===== src/hdl/rflmf_pkg.sv =====
`timescale 1ns / 1ps

package rflmf_pkg;

	localparam int unsigned MAC_BYTES = 6;
	localparam int unsigned MAC_W = 8 * MAC_BYTES;
	localparam logic [15:0] HDR_BYTES = 16'd2;
	localparam logic [15:0] MAX_PAYLOAD_RST = 16'd1514;
	localparam logic [2:0] MAC_LAST = 3'(MAC_BYTES);

	// register indexes on the configuration port
	localparam logic CFG_LOCAL_MAC = 1'b0;
	localparam logic CFG_MAX_PAYLOAD = 1'b1;

	typedef enum logic [2:0] {
		ST_NONE = 3'd0,
		ST_ACCEPT = 3'd1,
		ST_MISMATCH = 3'd2,
		ST_OVERSIZE = 3'd3,
		ST_BADHDR = 3'd4
	} status_t;

	typedef struct packed {
		logic [7:0] data_byte;
		logic data_valid;
		logic frame_end;
		status_t frame_status;
		logic [15:0] frame_length;
	} res_t;

endpackage


===== src/hdl/rflmf_parser.sv =====
`timescale 1ns / 1ps

module rflmf_parser (
	input logic clk,
	input logic arst_n,
	input logic cfg_we,
	input logic cfg_index,
	input logic [rflmf_pkg::MAC_W-1:0] cfg_data,
	input logic step,
	input logic [7:0] rx_byte,
	output rflmf_pkg::res_t res
);

	typedef enum logic [1:0] {
		PH_HIGH = 2'd0,
		PH_LOW = 2'd1,
		PH_PAYLOAD = 2'd2
	} phase_t;

	logic [rflmf_pkg::MAC_W-1:0] local_mac_q;
	logic [15:0] max_payload_q;

	phase_t phase_q, phase_d;
	logic [7:0] header_high_q, header_high_d;
	logic [15:0] bytes_left_q, bytes_left_d;
	logic [15:0] payload_total_q, payload_total_d;
	logic [2:0] mac_index_q, mac_index_d;
	logic mac_equal_q, mac_equal_d;
	logic group_q, group_d;
	logic dropping_q, dropping_d;

	logic [15:0] hv;
	logic [15:0] plen;
	logic [7:0] mac_byte;

	assign hv = {header_high_q, rx_byte};
	assign plen = hv - rflmf_pkg::HDR_BYTES;

	always_comb begin
		case (mac_index_q)
			3'd0: mac_byte = local_mac_q[47:40];
			3'd1: mac_byte = local_mac_q[39:32];
			3'd2: mac_byte = local_mac_q[31:24];
			3'd3: mac_byte = local_mac_q[23:16];
			3'd4: mac_byte = local_mac_q[15:8];
			3'd5: mac_byte = local_mac_q[7:0];
			default: mac_byte = 8'd0;
		endcase
	end

	always_comb begin
		phase_d = phase_q;
		header_high_d = header_high_q;
		bytes_left_d = bytes_left_q;
		payload_total_d = payload_total_q;
		mac_index_d = mac_index_q;
		mac_equal_d = mac_equal_q;
		group_d = group_q;
		dropping_d = dropping_q;
		res = '{data_byte: 8'd0, data_valid: 1'b0, frame_end: 1'b0,
			frame_status: rflmf_pkg::ST_NONE, frame_length: 16'd0};

		case (phase_q)
			PH_LOW: begin
				if (hv < rflmf_pkg::HDR_BYTES) begin
					res.frame_end = 1'b1;
					res.frame_status = rflmf_pkg::ST_BADHDR;
					phase_d = PH_HIGH;
				end else begin
					mac_index_d = 3'd0;
					mac_equal_d = 1'b1;
					group_d = 1'b0;
					bytes_left_d = plen;
					payload_total_d = plen;
					if (plen == 16'd0) begin
						res.frame_end = 1'b1;
						res.frame_status = rflmf_pkg::ST_MISMATCH;
						dropping_d = 1'b0;
						phase_d = PH_HIGH;
					end else begin
						dropping_d = (plen > max_payload_q);
						phase_d = PH_PAYLOAD;
					end
				end
			end
			PH_PAYLOAD: begin
				if (!dropping_q) begin
					res.data_valid = 1'b1;
					res.data_byte = rx_byte;
					if (mac_index_q == 3'd0)
						group_d = rx_byte[0];
					if (mac_index_q < rflmf_pkg::MAC_LAST) begin
						if (rx_byte != mac_byte)
							mac_equal_d = 1'b0;
						mac_index_d = mac_index_q + 3'd1;
					end
				end
				bytes_left_d = bytes_left_q - 16'd1;
				if (bytes_left_d == 16'd0) begin
					res.frame_end = 1'b1;
					res.frame_length = payload_total_q;
					if (dropping_q)
						res.frame_status = rflmf_pkg::ST_OVERSIZE;
					else if (group_d || (mac_index_d == rflmf_pkg::MAC_LAST && mac_equal_d))
						res.frame_status = rflmf_pkg::ST_ACCEPT;
					else
						res.frame_status = rflmf_pkg::ST_MISMATCH;
					phase_d = PH_HIGH;
				end
			end
			default: begin
				// the unused phase code behaves as the high header byte
				header_high_d = rx_byte;
				phase_d = PH_LOW;
			end
		endcase
	end

	always_ff @(posedge clk or negedge arst_n) begin
		if (!arst_n) begin
			local_mac_q <= '0;
			max_payload_q <= rflmf_pkg::MAX_PAYLOAD_RST;
		end else if (cfg_we) begin
			case (cfg_index)
				rflmf_pkg::CFG_LOCAL_MAC: local_mac_q <= cfg_data;
				rflmf_pkg::CFG_MAX_PAYLOAD: max_payload_q <= cfg_data[15:0];
				default: ;
			endcase
		end
	end

	always_ff @(posedge clk or negedge arst_n) begin
		if (!arst_n) begin
			phase_q <= PH_HIGH;
			header_high_q <= 8'd0;
			bytes_left_q <= 16'd0;
			payload_total_q <= 16'd0;
			mac_index_q <= 3'd0;
			mac_equal_q <= 1'b1;
			group_q <= 1'b0;
			dropping_q <= 1'b0;
		end else if (step) begin
			phase_q <= phase_d;
			header_high_q <= header_high_d;
			bytes_left_q <= bytes_left_d;
			payload_total_q <= payload_total_d;
			mac_index_q <= mac_index_d;
			mac_equal_q <= mac_equal_d;
			group_q <= group_d;
			dropping_q <= dropping_d;
		end
	end

endmodule


===== src/hdl/rflmf_out_buf.sv =====
`timescale 1ns / 1ps

module rflmf_out_buf (
	input logic clk,
	input logic arst_n,
	input logic in_valid,
	output logic in_stall,
	input rflmf_pkg::res_t in_data,
	output logic out_valid,
	input logic out_stall,
	output rflmf_pkg::res_t out_data
);

	logic out_valid_q;
	logic skid_valid_q;
	rflmf_pkg::res_t out_q;
	rflmf_pkg::res_t skid_q;
	logic push;
	logic load;

	// stall comes straight from a flop, so upstream never sees out_stall combinationally
	assign in_stall = skid_valid_q;
	assign push = in_valid && !skid_valid_q;
	assign load = !out_valid_q || !out_stall;

	assign out_valid = out_valid_q;
	assign out_data = out_q;

	always_ff @(posedge clk or negedge arst_n) begin
		if (!arst_n) begin
			out_valid_q <= 1'b0;
			skid_valid_q <= 1'b0;
		end else if (load) begin
			out_valid_q <= skid_valid_q || push;
			skid_valid_q <= 1'b0;
		end else if (push) begin
			skid_valid_q <= 1'b1;
		end
	end

	always_ff @(posedge clk) begin
		if (load) begin
			if (skid_valid_q)
				out_q <= skid_q;
			else if (push)
				out_q <= in_data;
		end else if (push) begin
			skid_q <= in_data;
		end
	end

endmodule


===== src/hdl/raw_frame_length_and_mac_filter.sv =====
`timescale 1ns / 1ps
// Each accepted byte's result beat is registered in the output buffer; the parser state
// updates in the cycle of acceptance. Throughput: one byte per cycle while rx_stall is low.
// A two-entry output buffer (result register plus skid) keeps rx_stall a flop output.
// Reset: parser waits for a high header byte, local_mac is 0, max_payload is 1514,
// output buffer empty.

module raw_frame_length_and_mac_filter (
	input logic clk,
	input logic arst_n,
	input logic cfg_we,
	input logic cfg_index,
	input logic [rflmf_pkg::MAC_W-1:0] cfg_data,
	input logic rx_valid,
	output logic rx_stall,
	input logic [7:0] rx_byte,
	output logic res_valid,
	input logic res_stall,
	output logic [7:0] data_byte,
	output logic data_valid,
	output logic frame_end,
	output logic [2:0] frame_status,
	output logic [15:0] frame_length
);

	logic step;
	rflmf_pkg::res_t res;
	rflmf_pkg::res_t res_out;

	assign step = rx_valid && !rx_stall;

	rflmf_parser u_parser (
		.clk(clk),
		.arst_n(arst_n),
		.cfg_we(cfg_we),
		.cfg_index(cfg_index),
		.cfg_data(cfg_data),
		.step(step),
		.rx_byte(rx_byte),
		.res(res)
	);

	rflmf_out_buf u_out_buf (
		.clk(clk),
		.arst_n(arst_n),
		.in_valid(rx_valid),
		.in_stall(rx_stall),
		.in_data(res),
		.out_valid(res_valid),
		.out_stall(res_stall),
		.out_data(res_out)
	);

	assign data_byte = res_out.data_byte;
	assign data_valid = res_out.data_valid;
	assign frame_end = res_out.frame_end;
	assign frame_status = res_out.frame_status;
	assign frame_length = res_out.frame_length;

endmodule


===== config.mk =====
export PLATFORM = sky130hd
export DESIGN_NAME = raw_frame_length_and_mac_filter
export DESIGN_NICKNAME = d
export VERILOG_FILES = /design/src/hdl/rflmf_pkg.sv /design/src/hdl/rflmf_parser.sv /design/src/hdl/rflmf_out_buf.sv /design/src/hdl/raw_frame_length_and_mac_filter.sv
export SDC_FILE = /design/constraint.sdc
export NUM_CORES = 1
export LEC_CHECK = 0
export BUFFER_PORTS_ARGS = -buffer_cell sky130_fd_sc_hd__buf_2
export CORE_MARGIN = 3
export CORE_UTILIZATION = 60
export CTS_BUF_LIST = sky130_fd_sc_hd__clkbuf_4
export DETAILED_ROUTE_END_ITERATION = 8
export GPL_TIMING_DRIVEN = 0
export PLACE_DENSITY = 0.82
export SETUP_SLACK_MARGIN = 0.1
export SKIP_CTS_REPAIR_TIMING = 1
export SLEW_MARGIN = 10
export SYNTH_ARGS = -nofsm -noshare
export SYNTH_HDL_FRONTEND = slang
export SYNTH_HIERARCHICAL = 1
export SYNTH_SLANG_ARGS = --single-unit
export TNS_END_PERCENT = 100

===== constraint.sdc =====
create_clock -name clk -period 3.2 [get_ports clk]
set_input_delay 0.32 -clock clk [delete_from_list [all_inputs] [get_ports clk]]
set_output_delay 0.32 -clock clk [all_outputs]
set_load 0.1 [all_outputs]

### Yosys cells after proc, flatten, opt, wreduce, memory -nomap -nowiden

Index checks and enable logic that the tools add are counted.

* add/subtract/negate cells: 3
* multipliers: 0
* shift-type cells: 0
* div/mod/pow operators: 0
* magnitude comparators: 3
* multiplexer cells: 37
* equal/unequal tests: 11
* bitwise logic cells: 4
* reductions and logical operators: 23

Operators with widths (count)
* 2-to-1 mux 29 bit: 2
* case mux 8 bit (6 select lines): 1
* zero test 16 bit: 2
* 2-to-1 mux 16 bit: 2
* case mux 16 bit (2 select lines): 1
* 2-to-1 mux 20 bit: 1
* 2-to-1 mux 9 bit: 2
* > comparator 16 bit: 1
* < comparator 16 x 2 -> 1 bit (second input constant): 1
* subtractor 16 x 1 -> 16 bit (second input constant): 1
* subtractor 16 x 2 -> 16 bit (second input constant): 1
* 2-to-1 mux 1 bit: 12
* 2-to-1 mux 3 bit: 4
* AND reduction 2 bit: 6
* 2-to-1 mux 2 bit: 5
* == test 3 bit (second input constant): 3
* 2-to-1 mux 4 bit: 2
* inequality test 8 bit: 1
* case mux 4 bit (2 select lines): 1
* == test 3 x 2 -> 1 bit (second input constant): 2
* case mux 3 bit (2 select lines): 1
* AND reduction 3 bit: 2
* nonzero test 2 bit: 3
* NOT 1 bit: 4
* other kinds (14): 20

* bits in writable memories: 0
* latch bits: 0
* ROM bits: 0
* output and inout bits: 31
* register bits after elaboration: 172
* memories: 0

### Longest topological paths before layout

Gate-level depths: netlist of run 1.

* depth after elaboration: 15
* depth in mapped cells: 13

### Cells and area by module

The synthesis of run 1 kept the hierarchy.

By module, submodules not included
* rflmf_parser: cells an instance 635, area an instance 6421.2 sq um, times used 1, seq. area each 2812.7 sq um
* rflmf_out_buf: cells an instance 97, area an instance 2316.0 sq um, times used 1, seq. area each 1791.7 sq um
* raw_frame_length_and_mac_filter: cells an instance 1, area an instance 13.8 sq um, times used 1, seq. area each 0.0 sq um

### Worst setup path after synthesis of run 1

No wires, ideal clock.

* path type: reg-to-reg
* start: reg u_out_buf.skid_valid_q (netlist: u_out_buf/in_stall)
* end: reg u_out_buf.out_q (netlist bit u_out_buf/out_data[0]), enable pin
* stages on the path, launching flop included: 4
* arrival: 2.953 ns
* slack: -0.182 ns
* path through: dfrtp_1 buf_6 buf_6 a2bb2oi_1

* cells in the longest elaborated chain, start to end: 4

Ends and longest elaborated chain
* from (decl): RTL line rflmf_out_buf.sv:15 `logic skid_valid_q;`
* from (signal assigned): RTL line rflmf_out_buf.sv:32 `skid_valid_q <= 1'b0;`
* from (signal assigned): RTL line rflmf_out_buf.sv:35 `skid_valid_q <= 1'b0;`
* from (signal assigned): RTL line rflmf_out_buf.sv:37 `skid_valid_q <= 1'b1;`
* zero test 1 bit: RTL line rflmf_out_buf.sv:23 `assign push = in_valid && !skid_valid_q;`
* logical AND 1 bit: RTL line rflmf_out_buf.sv:23
* nonzero test 2 bit (no line) *
* AND reduction 2 bit (no line) *
* to (signal assigned): RTL line rflmf_out_buf.sv:44 `out_q <= skid_q;`
* to (signal assigned): RTL line rflmf_out_buf.sv:46 `out_q <= in_data;`
* to (decl): RTL line rflmf_out_buf.sv:16 `rflmf_pkg::res_t out_q;`

Every way passes the cells marked *; elsewhere a longest branch is shown, timed or not.
A chain may end at the register's enable or synchronous reset.

==> results_tabular.tex, run 1 <==
\begin{tabular}{lr}
\hline
Metric & Value \\
\hline
\multicolumn{2}{l}{\textbf{Status}} \\
\quad Outcome & finished clean \\
\multicolumn{2}{l}{\textbf{Route}} \\
\quad Initial DRC Count & 621 \\
\quad Via count of the routed design & 6759 \\
\quad Remaining DRCs & 0 \\
\quad Mean routed wirelength per cell & 20.7 um \\
\quad Residual antenna-violating net count after detailed routing & 0 \\
\quad Vias/cell & 6.20 \\
\quad Initial DRT Pass Iterations & 8 \\
\quad Detailed-route wire length & 22500 um \\
\multicolumn{2}{l}{\textbf{Min path}} \\
\quad Cell depth of the worst min-delay path & 2 \\
\quad Worst Hold Launch & rx\_valid \\
\quad Hold crit path type & input pin to flop \\
\quad Hold worst-path end & u\_out\_buf/out\_valid\$\_DFFE\_PN0P\_ \\
\multicolumn{2}{l}{\textbf{GRT}} \\
\quad Pin count of the biggest net entering global routing & 87 \\
\quad First-pass GRT wire length & 32200 um \\
\quad Total congestion overflow after global routing & 0 \\
\quad Aggregate global-route resource usage & 25.6\% \\
\quad Number of antenna violations at the first check in global routing & 0 \\
\quad Via count of the first global-routing pass & 6281 \\
\multicolumn{2}{l}{\textbf{Critical path}} \\
\quad Worst path slowest cell & sky130\_fd\_sc\_hd\_\_dfrtp\_1 \\
\quad Cells on worst reg2reg path & 11 \\
\quad CP Data Arrival Time & 3.49 ns \\
\quad Crit path max-delay family & simple AND/OR/NAND/NOR gates \\
\quad Max stage delay on crit path & 0.50 ns \\
\quad Startpoint Class & flop \\
\quad Worst reg2reg path startpoint & u\_parser/bytes\_left\_q[0]\$\_DFFE\_PN0P\_ \\
\quad CP Max Fanout & 10 \\
\quad R2r endpoint & u\_out\_buf/out\_data[14]\$\_DFFE\_PP\_ \\
\quad CP endpoint kind & flop \\
\quad Critical setup path kind & flop to flop \\
\quad Chain of cells forming the critical path & inv\_1 > ha\_2 > nor2b\_4 > nand2\_1 > or3\_1 > a221o\_1 > nor4\_4 > buf\_4 > buf\_2 > and2\_1 > mux2\_4 \\
\quad FF-to-FF setup slack & 0.16 ns \\
\quad Buffering stage count on the worst path with inverters included & 3 \\
\quad Worst EP required & 3.65 ns \\
\multicolumn{2}{l}{\textbf{Clock network}} \\
\quad Cts bufs inserted & 17 \\
\quad Number of buffers on the longest clock path & 2 \\
\quad H-tree depth & 4 \\
\quad Clock transition at path regs & 0.14 ns \\
\quad Cell at the root of the clock tree & sky130\_fd\_sc\_hd\_\_clkbuf\_4 \\
\quad TritonCTS clock tree & yes \\
\quad Insertion delay to the later sink of the worst-skew pair & 0.57 ns \\
\quad CTS sink cnt & 172 \\
\multicolumn{2}{l}{\textbf{STA}} \\
\quad Post-layout minimum cycle time & 3.04 ns \\
\quad RSZ-0062 raised after global routing & yes \\
\quad Fin Clk Skew & 0.0168 ns \\
\quad Worst Setup Slack, final & 0.158 ns \\
\quad \# setup viols final & 0 \\
\quad Worst Tran Pin Value & 1.03 ns \\
\quad Total count of hold-check failures in the final report & 0 \\
\quad Slew Viols, Final & 0 \\
\quad Max transition margin & 31.1\% \\
\quad Final critical-path share of the clock period & 95.1\% \\
\quad Max frequency & 0.329 GHz \\
\multicolumn{2}{l}{\textbf{Power and ir drop}} \\
\quad Ratio of total power to cell area & 689 nW/um\^{}2 \\
\quad Worst voltage drop across the vdd grid & 0.000495 V \\
\quad Overall power consumption & 0.00718 W \\
\quad Leak pwr & 4.39 nW \\
\multicolumn{2}{l}{\textbf{Synthesis}} \\
\quad Library cells used by synthesis & 70 \\
\quad Synth Cell Area & 8750 sq um \\
\quad Cell count after synthesis & 733 \\
\quad Post-synthesis sequential element count & 172 \\
\quad Syn avg cell area & 11.9 sq um \\
\quad Sequential-to-total area share from yosys stat & 52.6\% \\
\quad Post-Syn Nets & 821 \\
\quad Share of flip-flops with an asynchronous set or reset after synthesis & 66.3\% \\
\quad Prevailing post-synth register cell & sky130\_fd\_sc\_hd\_\_dfrtp\_1 \\
\quad Yosys warnings & 6 \\
\quad EDFF count, synth & 58 \\
\multicolumn{2}{l}{\textbf{Die}} \\
\quad Total Die Area & 16100 sq um \\
\quad Number of top-level design ports & 93 \\
\quad Effective utilization at floorplan & 62.1\% \\
\quad Row count & 43 \\
\quad CORE AREA & 14100 sq um \\
\quad Die boundary width & 127 um \\
\quad Floorplan die height & 127 um \\
\multicolumn{2}{l}{\textbf{Final layout}} \\
\quad Area added between synthesis and finish & 19.2\% \\
\quad Multi-input combinational cell area & 3870 sq um \\
\quad Commonest non-fill, non-tap cells in the layout & sky130\_fd\_sc\_hd\_\_dfrtp\_1 (104), sky130\_fd\_sc\_hd\_\_buf\_2 (96), sky130\_fd\_sc\_hd\_\_mux2\_2 (80) \\
\quad FILL cells & 883 \\
\quad Area used by sequential logic in the layout & 4610 sq um \\
\quad Final design instance area without fill & 10400 sq um \\
\quad Final net count & 986 \\
\quad Ant diodes & 0 \\
\quad Share of cells above drive strength 1 & 31.8\% \\
\quad Most common library cell in the layout ignoring fill and taps & sky130\_fd\_sc\_hd\_\_dfrtp\_1 \\
\multicolumn{2}{l}{\textbf{Flow run}} \\
\quad Max-cap violations & 0 \\
\multicolumn{2}{l}{\textbf{Placement}} \\
\quad Post-Place Setup Slack & -0.164 ns \\
\quad Routability Congestion & 0.932 \\
\quad HPWL Detailed & 15100 um \\
\quad Cell area after placement & 9470 sq um \\
\quad IO Port Bufs & 88 \\
\hline
\end{tabular}
==> worst register-to-register path, cell delays in order (launching register included) <==
cell and delay, ns:
sky130_fd_sc_hd__dfrtp_1 0.50, sky130_fd_sc_hd__inv_1 0.10, sky130_fd_sc_hd__ha_2 0.24, sky130_fd_sc_hd__nor2b_4 0.22, sky130_fd_sc_hd__nand2_1 0.08, sky130_fd_sc_hd__or3_1 0.43, sky130_fd_sc_hd__a221o_1 0.40, sky130_fd_sc_hd__nor4_4 0.23
sky130_fd_sc_hd__buf_4 0.20, sky130_fd_sc_hd__buf_2 0.18, sky130_fd_sc_hd__and2_1 0.18, sky130_fd_sc_hd__mux2_4 0.15
==> metal layers <==
layer | wire length [um] | up-vias | share of wire [%] | track usage, %
met4 | 635 | 0 | 2.8 | 8.14
met5 | 0 | - | 0 | 0
li1 | - | 3000 | - | -
met3 | 1730 | 56 | 7.7 | 5.94
met1 | 8880 | 3339 | 39 | 34.5
met2 | 11300 | 364 | 50 | 41.5
==> worst max-delay path by stage <==
stage                                               startpoint                                to  slack, ns  depth (start not counted)
after floorplan                                     rx_byte[4]   u_parser/dropping_q$_DFFE_PN0P_       0.38                         12
after global placement     u_parser/mac_index_q[2]$_DFFE_PN0P_  u_out_buf/out_data[17]$_DFFE_PP_      -0.16                         12
after detailed placement   u_parser/mac_index_q[2]$_DFFE_PN0P_  u_out_buf/out_data[17]$_DFFE_PP_      -0.16                         12
after CTS                  u_parser/mac_index_q[2]$_DFFE_PN0P_  u_out_buf/out_data[17]$_DFFE_PP_      -0.22                         11
after global routing       u_parser/mac_index_q[2]$_DFFE_PN0P_  u_out_buf/out_data[17]$_DFFE_PP_      -0.02                         11
final                     u_parser/bytes_left_q[0]$_DFFE_PN0P_  u_out_buf/out_data[14]$_DFFE_PP_       0.16                         11
==> through the flow <==
stage | hold WS, ns | utilization (%) | TNS [ns] | std cells
3_5_place_dp | 0.219 | 67.2 | -0.916 | 1002
3_3_place_gp | 0.454 | 66.8 | -0.714 | 1001
4_1_cts | -0.421 | 69.5 | -1.44 | 1034
6_report | 0.0418 | 74.0 | 0 | 1091
2_1_floorplan | 0.0244 | - | 0 | 733
5_1_grt | 0.00537 | 74.0 | -0.0206 | 1091
==> Yosys cell counts, drive strengths merged (13+ instances only) <==
cell type | number | share of area, %
buf | 19 | 1.6
clkbuf | 17 | 0.84
edfxtp | 58 | 20
o21ai | 43 | 2.5
nand3 | 13 | 0.74
nor3 | 13 | 0.74
mux2 | 106 | 15
and2 | 25 | 1.8
nand2 | 62 | 2.7
a21oi | 32 | 1.8
ha | 26 | 3.7
nor2 | 23 | 0.99
dfrtp | 106 | 30
inv | 40 | 1.7
==> report_power, final <==
group	internal [W]	total, W	switching, W
Clock	0.000630	0.00140	0.000767
Combinational	0.00102	0.00263	0.00161
Sequential	0.00276	0.00316	0.000401
Total	0.00440	0.00718	0.00278
==> cells by family (layout without fill, tap and decap cells) <==
| family | Yosys count | in the layout | synth area share [%] |
|---|---|---|---|
| buf+inv | 76 | 254 | 4.12 |
| fa+ha+maj | 26 | 26 | 3.72 |
| xor+xnor | 16 | 16 | 1.60 |
| mux | 116 | 116 | 15.9 |
| compound gates | 138 | 138 | 10.3 |
| simple gates | 189 | 189 | 11.7 |
| flops | 172 | 172 | 52.6 |
==> sequential cells by signal, indices dropped and copies added (netlist names) <==
register,cells
u_out_buf/in_stall,1
u_out_buf/out_data,29
u_out_buf/out_valid,1
u_out_buf/skid_q,29
u_parser/bytes_left_q,16
u_parser/dropping_q,1
u_parser/group_q,1
u_parser/header_high_q,8
u_parser/local_mac_q,48
u_parser/mac_equal_q,1
u_parser/mac_index_q,3
u_parser/max_payload_q,16
u_parser/payload_total_q,16
u_parser/phase_q,2
==> final cells by class <==
cell class	instances	share of cell area, %
tap	180	2.16
clock buffer	18	1.30
buffer	36	2.10
timing repair buffer	146	9.85
inverter	40	1.44
clock inverter	14	1.84
sequential	172	44.2
multi-input combinational	485	37.1
(Power assumes the default switching activity.)
==> run 2, diff against run 1 <==
CORE_ASPECT_RATIO = 0.75   (was unset)
==> run 2 against run 1 <==
  * Sequential power about the same
  * Clock skew is 0.013 ns higher
  * Die area hardly changed
  * Largest cell class unchanged
  * Via count down 1.8%
  * Sequential cell count unchanged
  * Combinational power is 6% higher
  * Largest power group unchanged
  * Clock power fell by 6%
==> results_tabular.tex, run 2 (same netlist as run 1, synthesis figures left out) <==
\begin{tabular}{lr}
\hline
Metric & Value \\
\hline
\multicolumn{2}{l}{\textbf{STA}} \\
\quad \# setup viols final & 0 (unchanged) \\
\quad Fin Clk Skew & 0.0297 ns (+0.0128 ns) \\
\quad Max transition margin & 37.0\% (+5.9 points) \\
\quad Slew Viols, Final & 0 (unchanged) \\
\quad Worst Tran Pin Value & 0.941 ns (-0.0881 ns) \\
\quad RSZ-0062 raised after global routing & yes \\
\quad Post-layout minimum cycle time & 3.01 ns (-0.0359 ns) \\
\quad Max frequency & 0.333 GHz (+1.2\%) \\
\quad Final critical-path share of the clock period & 93.9\% (-1.1 points) \\
\quad Total count of hold-check failures in the final report & 0 (unchanged) \\
\multicolumn{2}{l}{\textbf{Final layout}} \\
\quad Filler-free cell count of the finished design & 1112 (+1.9\%) \\
\quad Commonest non-fill, non-tap cells in the layout & sky130\_fd\_sc\_hd\_\_dfrtp\_1 (104), sky130\_fd\_sc\_hd\_\_buf\_2 (94), sky130\_fd\_sc\_hd\_\_mux2\_2 (80) \\
\quad Area added between synthesis and finish & 20.6\% \\
\quad Share of cells above drive strength 1 & 33.6\% (+1.8 points) \\
\quad Final net count & 992 (+0.61\%) \\
\quad Ant diodes & 0 (unchanged) \\
\quad Flip-flop count of the largest register after layout & 48 (unchanged) \\
\quad Most common library cell in the layout ignoring fill and taps & sky130\_fd\_sc\_hd\_\_dfrtp\_1 \\
\quad Largest register by flop count & u\_parser/local\_mac\_q \\
\quad Final design instance area without fill & 10600 sq um (+1.2\%) \\
\multicolumn{2}{l}{\textbf{Critical path}} \\
\quad Cells on worst reg2reg path & 11 (unchanged) \\
\quad FF-to-FF setup slack & 0.19 ns (+0.04 ns) \\
\quad Startpoint Class & flop \\
\quad Crit path capture & u\_out\_buf/out\_data[17]\$\_DFFE\_PP\_ \\
\quad Worst EP required & 3.54 ns (-0.11 ns) \\
\quad Worst reg2reg path startpoint & u\_parser/mac\_index\_q[0]\$\_DFFE\_PN0P\_ \\
\quad CP Max Fanout & 10 (unchanged) \\
\quad Launching instance or port of the critical path & u\_parser/mac\_index\_q[0]\$\_DFFE\_PN0P\_ \\
\quad CP endpoint kind & flop \\
\quad R2r endpoint & u\_out\_buf/out\_data[17]\$\_DFFE\_PP\_ \\
\quad CP Data Arrival Time & 3.35 ns (-0.14 ns) \\
\quad Critical setup path kind & flop to flop \\
\multicolumn{2}{l}{\textbf{Clock network}} \\
\quad Number of buffers on the longest clock path & 2 (unchanged) \\
\quad CTS sink cnt & 172 (unchanged) \\
\quad Cell at the root of the clock tree & sky130\_fd\_sc\_hd\_\_clkbuf\_4 \\
\quad Insertion delay to the later sink of the worst-skew pair & 0.59 ns (+0.02 ns) \\
\quad Cts bufs inserted & 17 (unchanged) \\
\quad Clock transition at path regs & 0.14 ns (about the same) \\
\quad TritonCTS clock tree & yes \\
\quad H-tree depth & 4 (unchanged) \\
\multicolumn{2}{l}{\textbf{Power and ir drop}} \\
\quad Worst voltage drop across the vdd grid & 0.000464 V (-6.2\%) \\
\quad Ratio of total power to cell area & 687 nW/um\^{}2 (-0.28\%) \\
\quad Leak pwr & 4.44 nW (+1.1\%) \\
\multicolumn{2}{l}{\textbf{Die}} \\
\quad Row count & 37 (-14\%) \\
\quad Floorplan die height & 111 um (-13\%) \\
\quad CORE AREA & 14000 sq um (-0.82\%) \\
\quad Total Die Area & 16100 sq um (about the same) \\
\quad Effective utilization at floorplan & 62.6\% (+0.51 points) \\
\quad Number of top-level design ports & 93 (unchanged) \\
\quad Die boundary width & 145 um (+15\%) \\
\multicolumn{2}{l}{\textbf{Route}} \\
\quad Residual antenna-violating net count after detailed routing & 0 (unchanged) \\
\quad Initial DRT Pass Iterations & 5 (-3) \\
\quad Mean routed wirelength per cell & 20.4 um (-1.3\%) \\
\quad Remaining DRCs & 0 (unchanged) \\
\quad Initial DRC Count & 777 (+25\%) \\
\quad Via count of the routed design & 6638 (-1.8\%) \\
\quad Detailed-route wire length & 22700 um (+0.59\%) \\
\quad Vias/cell & 5.97 (-3.6\%) \\
\multicolumn{2}{l}{\textbf{GRT}} \\
\quad Aggregate global-route resource usage & 26.4\% (+0.80 points) \\
\quad Pin count of the biggest net entering global routing & 70 (-20\%) \\
\quad Via count of the first global-routing pass & 6408 (+2.0\%) \\
\quad Number of antenna violations at the first check in global routing & 0 (unchanged) \\
\quad Total congestion overflow after global routing & 0 (unchanged) \\
\quad First-pass GRT wire length & 33800 um (+5.1\%) \\
\multicolumn{2}{l}{\textbf{Min path}} \\
\quad Hold crit path type & input pin to flop \\
\multicolumn{2}{l}{\textbf{Placement}} \\
\quad Routability Congestion & 0.941 (+0.92\%) \\
\quad Cell area after placement & 9490 sq um (+0.20\%) \\
\quad HPWL Detailed & 15600 um (+3.3\%) \\
\quad Cells after DPL & 1017 (+1.5\%) \\
\quad IO Port Bufs & 88 (unchanged) \\
\multicolumn{2}{l}{\textbf{Status}} \\
\quad Outcome & finished clean \\
\multicolumn{2}{l}{\textbf{Flow run}} \\
\quad Max-cap violations & 0 (unchanged) \\
\hline
\end{tabular}
==> run 2: cell count changes in the layout (fill, tap and decap cells not counted), sizes merged <==
cell,delta
clkinv,+2
inv,+3
bufinv,-2
buf,+5
clkinvlp,-3
dlygate4sd3,+1
==> run 2: worst min path at each step <==
stage	start	end	slack (ns)	cells past startpoint
after floorplan	arst_n	u_out_buf/in_stall$_DFFE_PN0P_	0.02	0
after global placement	u_parser/payload_total_q[0]$_DFFE_PN0P_	u_parser/payload_total_q[0]$_DFFE_PN0P_	0.46	2
after detailed placement	arst_n	u_parser/local_mac_q[22]$_DFFE_PN0P_	0.29	1
after CTS	arst_n	u_parser/local_mac_q[22]$_DFFE_PN0P_	-0.37	1
after global routing	rx_valid	u_out_buf/out_valid$_DFFE_PN0P_	0.007	2
final	rx_valid	u_out_buf/out_valid$_DFFE_PN0P_	0.04	2
==> run 2: final cells by class <==
class / instances / area (sq um)
inverter: 40 / 150
clock inverter: 14 / 160
fill: 909 / 3430
timing repair buffer: 152 / 1070
sequential: 172 / 4610
clock buffer: 18 / 135
multi-input combinational: 485 / 3950
buffer: 36 / 228
tap: 195 / 244
==> run 2: worst max-delay path, cell delays in order, from the launching register on <==
cell                       delay [ns]
sky130_fd_sc_hd__dfrtp_1         0.43
sky130_fd_sc_hd__inv_1           0.10
sky130_fd_sc_hd__ha_1            0.20
sky130_fd_sc_hd__buf_4           0.19
sky130_fd_sc_hd__a22oi_2         0.19
sky130_fd_sc_hd__a22oi_2         0.16
sky130_fd_sc_hd__or3_1           0.35
sky130_fd_sc_hd__a22oi_2         0.21
sky130_fd_sc_hd__nand4_1         0.20
sky130_fd_sc_hd__a311oi_1        0.32
sky130_fd_sc_hd__o21ai_2         0.14
sky130_fd_sc_hd__mux2_4          0.28
==> run 2: power by group <==
group          internal, W  switching (W)  leakage, nW  total [W]
clock             0.000489       0.000822        0.153    0.00131
combinational      0.00108        0.00169         2.38    0.00278
sequential         0.00276       0.000401         1.91    0.00316
total              0.00433        0.00292         4.44    0.00724
==> run 2: routing by layer <==
| metal | up-vias | track usage (%) | routed length, um |
|---|---|---|---|
| li1 | 3024 | - | - |
| met1 | 3244 | 37.0 | 9460 |
| met2 | 321 | 40.1 | 10700 |
| met3 | 49 | 7.96 | 2150 |
| met4 | 0 | 7.53 | 408 |
| met5 | - | 0 | 0 |
==> run 2: stage by stage <==
step                      setup slack [ns]  util (%)  TNS (ns)  hold WS, ns  total power, W
after floorplan                      0.378         -         0       0.0244         0.00486
after global placement              -0.235      67.5    -0.517        0.458         0.00547
after CTS                           -0.342      70.0     -1.96       -0.368         0.00691
after detailed placement            -0.320      67.9     -1.61        0.286         0.00561
after global routing                0.0613      75.5         0      0.00673         0.00763
final                                0.194      75.5         0       0.0379         0.00724
==> run 3, diff against run 2 <==
GPL_ROUTABILITY_DRIVEN = 0   (was unset)
SYNTH_HIERARCHICAL = unset   (was 1)
==> run 3 against run 2 <==
  * Core utilization increased by 1.8 points
  * Fmax is 9.9% lower
  * Die area decreased by 0.30%
  * Combinational power rose by 12%
  * Worst setup slack worse by 0.33 ns
  * Sequential share of layout area decreased by 1.0 points
  * The run now ends with setup timing left
  * Clock skew is 0.012 ns lower
  * Synthesized cell count up 5.7%
  * Critical path type unchanged
  * First-iteration DRC count rose by 21%
==> results_tabular.tex, run 3 <==
\begin{tabular}{lr}
\hline
Metric & Value \\
\hline
\multicolumn{2}{l}{\textbf{Synthesis}} \\
\quad Leading post-synthesis cells by instance count & sky130\_fd\_sc\_hd\_\_dfrtp\_1 (106), sky130\_fd\_sc\_hd\_\_mux2\_2 (96), sky130\_fd\_sc\_hd\_\_nand2\_1 (67) \\
\quad EDFF count, synth & 58 (unchanged) \\
\quad Yosys warnings & 0 (-6) \\
\quad Share of cell area taken by muxes after synthesis & 13.3\% (-2.6 points) \\
\quad Post-synthesis sequential element count & 172 (unchanged) \\
\quad Syn avg cell area & 11.3 sq um (-5.7\%) \\
\quad Most common cell in the netlist & sky130\_fd\_sc\_hd\_\_dfrtp\_1 \\
\quad Fraction of synthesized cell area in xor and xnor cells & 1.61\% (+0.0051 points) \\
\quad Dominant combinational cell family by area after synthesis & multiplexers \\
\quad Synth Cell Area & 8720 sq um (-0.31\%) \\
\quad Sequential-to-total area share from yosys stat & 52.8\% (+0.17 points) \\
\quad Post-Syn Nets & 863 (+5.1\%) \\
\quad Share of Yosys cell area claimed by the top area cell type & 30.4\% (+0.096 points) \\
\quad Prevailing post-synth register cell & sky130\_fd\_sc\_hd\_\_dfrtp\_1 \\
\quad Library cells used by synthesis & 63 (-10\%) \\
\quad Complex-gate fraction of the synthesized area & 11.4\% (+1.1 points) \\
\quad Cell count after synthesis & 775 (+5.7\%) \\
\quad Area share of fa/ha/maj cells after synthesis & 3.73\% (+0.012 points) \\
\quad Simple-Gate Fraction of Synth Area & 13.0\% (+1.3 points) \\
\quad Largest area contributor in the netlist & sky130\_fd\_sc\_hd\_\_dfrtp\_1 \\
\quad Dominant cells by area after synthesis & sky130\_fd\_sc\_hd\_\_dfrtp\_1 (30\%), sky130\_fd\_sc\_hd\_\_edfxtp\_1 (20\%), sky130\_fd\_sc\_hd\_\_mux2\_2 (12\%) \\
\quad Share of flip-flops with an asynchronous set or reset after synthesis & 66.3\% (unchanged) \\
\multicolumn{2}{l}{\textbf{Final layout}} \\
\quad Fraction of the core area covered by cells at the end of the flow & 77.3\% (+1.8 points) \\
\quad Largest register by flop count & u\_parser.local\_mac\_q \\
\quad Area added between synthesis and finish & 23.9\% \\
\quad Final net count & 1040 (+4.8\%) \\
\quad FILL cells & 859 (-5.5\%) \\
\quad Share of cells above drive strength 1 & 33.5\% (-0.12 points) \\
\quad Multi-input combinational cell area & 4060 sq um (+2.6\%) \\
\quad Most common library cell in the layout ignoring fill and taps & sky130\_fd\_sc\_hd\_\_dfrtp\_1 \\
\quad Ant diodes & 0 (unchanged) \\
\quad Flip-flop count of the largest register after layout & 48 (unchanged) \\
\quad Area used by sequential logic in the layout & 4600 sq um (about the same) \\
\quad Commonest non-fill, non-tap cells in the layout & sky130\_fd\_sc\_hd\_\_dfrtp\_1 (106), sky130\_fd\_sc\_hd\_\_mux2\_2 (92), sky130\_fd\_sc\_hd\_\_buf\_2 (88) \\
\multicolumn{2}{l}{\textbf{Power and ir drop}} \\
\quad Ratio of total power to cell area & 709 nW/um\^{}2 (+3.3\%) \\
\quad Worst voltage drop across the vdd grid & 0.000382 V (-18\%) \\
\quad Leak pwr & 4.55 nW (+2.4\%) \\
\multicolumn{2}{l}{\textbf{STA}} \\
\quad Slew Viols, Final & 0 (unchanged) \\
\quad Final critical-path share of the clock period & 104\% (+10 points) \\
\quad Max transition margin & 34.5\% (-2.5 points) \\
\quad RSZ-0062 raised after global routing & yes \\
\quad Worst Tran Pin Value & 0.981 ns (+0.0395 ns) \\
\quad Max frequency & 0.300 GHz (-9.9\%) \\
\quad Worst Setup Slack, final & -0.137 ns (-0.331 ns) \\
\quad Fin Clk Skew & 0.0176 ns (-0.0120 ns) \\
\quad Post-layout minimum cycle time & 3.34 ns (+0.331 ns) \\
\quad Worst slack on hold paths & 0.0871 ns (+0.0493 ns) \\
\quad \# setup viols final & 21 (+21) \\
\quad Total count of hold-check failures in the final report & 0 (unchanged) \\
\multicolumn{2}{l}{\textbf{Critical path}} \\
\quad CP Max Fanout & 6 (-4) \\
\quad Crit-path most repeated cell & sky130\_fd\_sc\_hd\_\_buf\_6 \\
\quad Startpoint Class & flop \\
\quad Worst EP required & 3.52 ns (-0.02 ns) \\
\quad Critical setup path kind & flop to flop \\
\quad CP Data Arrival Time & 3.66 ns (+0.31 ns) \\
\quad Crit path max-delay family & simple AND/OR/NAND/NOR gates \\
\quad CP endpoint kind & flop \\
\quad Max stage delay on crit path & 0.53 ns (+0.10 ns) \\
\quad Worst path slowest cell & sky130\_fd\_sc\_hd\_\_or4\_4 \\
\quad Chain of cells forming the critical path & buf\_6 > or4\_4 > or4\_4 > buf\_6 > nor4\_4 > xnor2\_1 > and3\_4 > and3\_4 > buf\_6 > clkbuf\_16 > and2\_4 > mux2\_2 \\
\quad Buffering stage count on the worst path with inverters included & 4 (+2) \\
\multicolumn{2}{l}{\textbf{Route}} \\
\quad Mean routed wirelength per cell & 21.5 um (+5.3\%) \\
\quad Vias/cell & 6.38 (+6.9\%) \\
\quad Detailed-route wire length & 24900 um (+9.8\%) \\
\quad Residual antenna-violating net count after detailed routing & 0 (unchanged) \\
\quad Remaining DRCs & 0 (unchanged) \\
\quad Initial DRT Pass Iterations & 6 (+1) \\
\quad Via count of the routed design & 7400 (+11\%) \\
\quad Initial DRC Count & 944 (+21\%) \\
\multicolumn{2}{l}{\textbf{Clock network}} \\
\quad Clock transition at path regs & 0.13 ns (about the same) \\
\quad TritonCTS clock tree & yes \\
\quad Insertion delay to the later sink of the worst-skew pair & 0.56 ns (-0.03 ns) \\
\quad Cell at the root of the clock tree & sky130\_fd\_sc\_hd\_\_clkbuf\_4 \\
\quad Cts bufs inserted & 17 (unchanged) \\
\quad CTS sink cnt & 172 (unchanged) \\
\quad Number of buffers on the longest clock path & 2 (unchanged) \\
\quad H-tree depth & 4 (unchanged) \\
\multicolumn{2}{l}{\textbf{GRT}} \\
\quad Total congestion overflow after global routing & 0 (unchanged) \\
\quad Number of antenna violations at the first check in global routing & 0 (unchanged) \\
\quad Aggregate global-route resource usage & 28.0\% (+1.6 points) \\
\quad Pin count of the biggest net entering global routing & 78 (+11\%) \\
\quad Via count of the first global-routing pass & 6919 (+8.0\%) \\
\quad First-pass GRT wire length & 35700 um (+5.7\%) \\
\multicolumn{2}{l}{\textbf{Status}} \\
\quad Violated checks & setup timing \\
\quad Outcome & complete, but fails checks \\
\multicolumn{2}{l}{\textbf{Flow run}} \\
\quad Max-cap violations & 0 (unchanged) \\
\multicolumn{2}{l}{\textbf{Die}} \\
\quad Row count & 37 (unchanged) \\
\quad Number of top-level design ports & 93 (unchanged) \\
\quad Die boundary width & 145 um (-0.15\%) \\
\quad Total Die Area & 16000 sq um (-0.30\%) \\
\quad Effective utilization at floorplan & 62.4\% (-0.20 points) \\
\quad Floorplan die height & 110 um (-0.15\%) \\
\quad CORE AREA & 14000 sq um (unchanged) \\
\multicolumn{2}{l}{\textbf{Placement}} \\
\quad HPWL Detailed & 16400 um (+5.1\%) \\
\quad IO Port Bufs & 88 (unchanged) \\
\multicolumn{2}{l}{\textbf{Min path}} \\
\quad Hold crit path type & input pin to flop \\
\hline
\end{tabular}
[run 3: changes by cell type after synthesis, moves of 7 or more]
cell | before | now
sky130_fd_sc_hd__nor2_1 | 23 | 36
sky130_fd_sc_hd__mux2_4 | 26 | 0
sky130_fd_sc_hd__clkbuf_1 | 16 | 37
sky130_fd_sc_hd__and2_4 | 0 | 7
sky130_fd_sc_hd__mux2_2 | 80 | 96
sky130_fd_sc_hd__and2_1 | 24 | 11
sky130_fd_sc_hd__or4_1 | 1 | 8
[run 3: path summary, 6_finish.rpt]
kind                                                               from                                       to  slack (ns)  cells past startpoint
worst max-delay path               u_parser.bytes_left_q[7]$_DFFE_PN0P_         u_out_buf.out_data[12]$_DFFE_PP_       -0.14                     12
worst min-delay path                                           rx_valid          u_out_buf.out_valid$_DFFE_PN0N_        0.09                      3
worst max register to register     u_parser.bytes_left_q[7]$_DFFE_PN0P_         u_out_buf.out_data[12]$_DFFE_PP_       -0.14                     12
worst min register to register  u_parser.payload_total_q[7]$_DFFE_PN0P_  u_parser.payload_total_q[7]$_DFFE_PN0P_        0.49                      2
max in group asynchronous                                        arst_n         u_parser.mac_equal_q$_DFFE_PN1P_        2.25                      3
min in group asynchronous                                        arst_n     u_parser.bytes_left_q[2]$_DFFE_PN0P_        0.22                      2
[run 3: worst register-to-register path, cell delays in order, from the launching register on]
cell	delay, ns
sky130_fd_sc_hd__dfrtp_1	0.40
sky130_fd_sc_hd__buf_6	0.12
sky130_fd_sc_hd__or4_4	0.53
sky130_fd_sc_hd__or4_4	0.43
sky130_fd_sc_hd__buf_6	0.15
sky130_fd_sc_hd__nor4_4	0.27
sky130_fd_sc_hd__xnor2_1	0.14
sky130_fd_sc_hd__and3_4	0.20
sky130_fd_sc_hd__and3_4	0.18
sky130_fd_sc_hd__buf_6	0.14
sky130_fd_sc_hd__clkbuf_16	0.15
sky130_fd_sc_hd__and2_4	0.15
sky130_fd_sc_hd__mux2_2	0.25
[run 3: cells by family after synthesis]
kind of cell / count (synthesis)
AOI/OAI and AO/OA: 154
xor gates and xnor gates: 16
adders and majority gates: 26
buffers and inverters: 88
DFF: 172
muxes: 104
and+or+nand+nor: 215
[run 3: layer usage]
| layer | vias up | global-route usage, % | wire (um) |
|---|---|---|---|
| met5 | - | 0 | 0 |
| met2 | 498 | 42.5 | 11600 |
| li1 | 3193 | - | - |
| met4 | 0 | 8.92 | 762 |
| met1 | 3603 | 39.4 | 9840 |
| met3 | 106 | 8.00 | 2700 |
[run 3: cell type report]
class,count,share of cell area [%]
buffer,50,2.77
clock buffer,19,1.32
clock inverter,13,1.61
inverter,37,1.29
multi-input combinational,515,37.5
sequential,172,42.6
tap,195,2.26
timing repair buffer,159,10.6
[run 3: where the power goes]
part	leakage (nW)	switching, W	internal [W]
registers	1.91	0.000407	0.00276
clock network	0.167	0.000757	0.000631
logic	2.47	0.00193	0.00117
total	4.55	0.00310	0.00456
[run 3: through the flow]
step | area (sq um) | instances | setup TNS, ns | power, W | worst slack (ns)
2_1_floorplan | 8790 | 775 | -0.0426 | 0.00499 | -0.0426
3_3_place_gp | 9470 | 1058 | -8.32 | 0.00561 | -0.634
3_5_place_dp | 9520 | 1059 | -10.70 | 0.00578 | -0.730
4_1_cts | 9840 | 1091 | -7.32 | 0.00714 | -0.543
5_1_grt | 10800 | 1160 | -2.83 | 0.00804 | -0.183
6_report | 10800 | 1160 | -1.48 | 0.00766 | -0.137
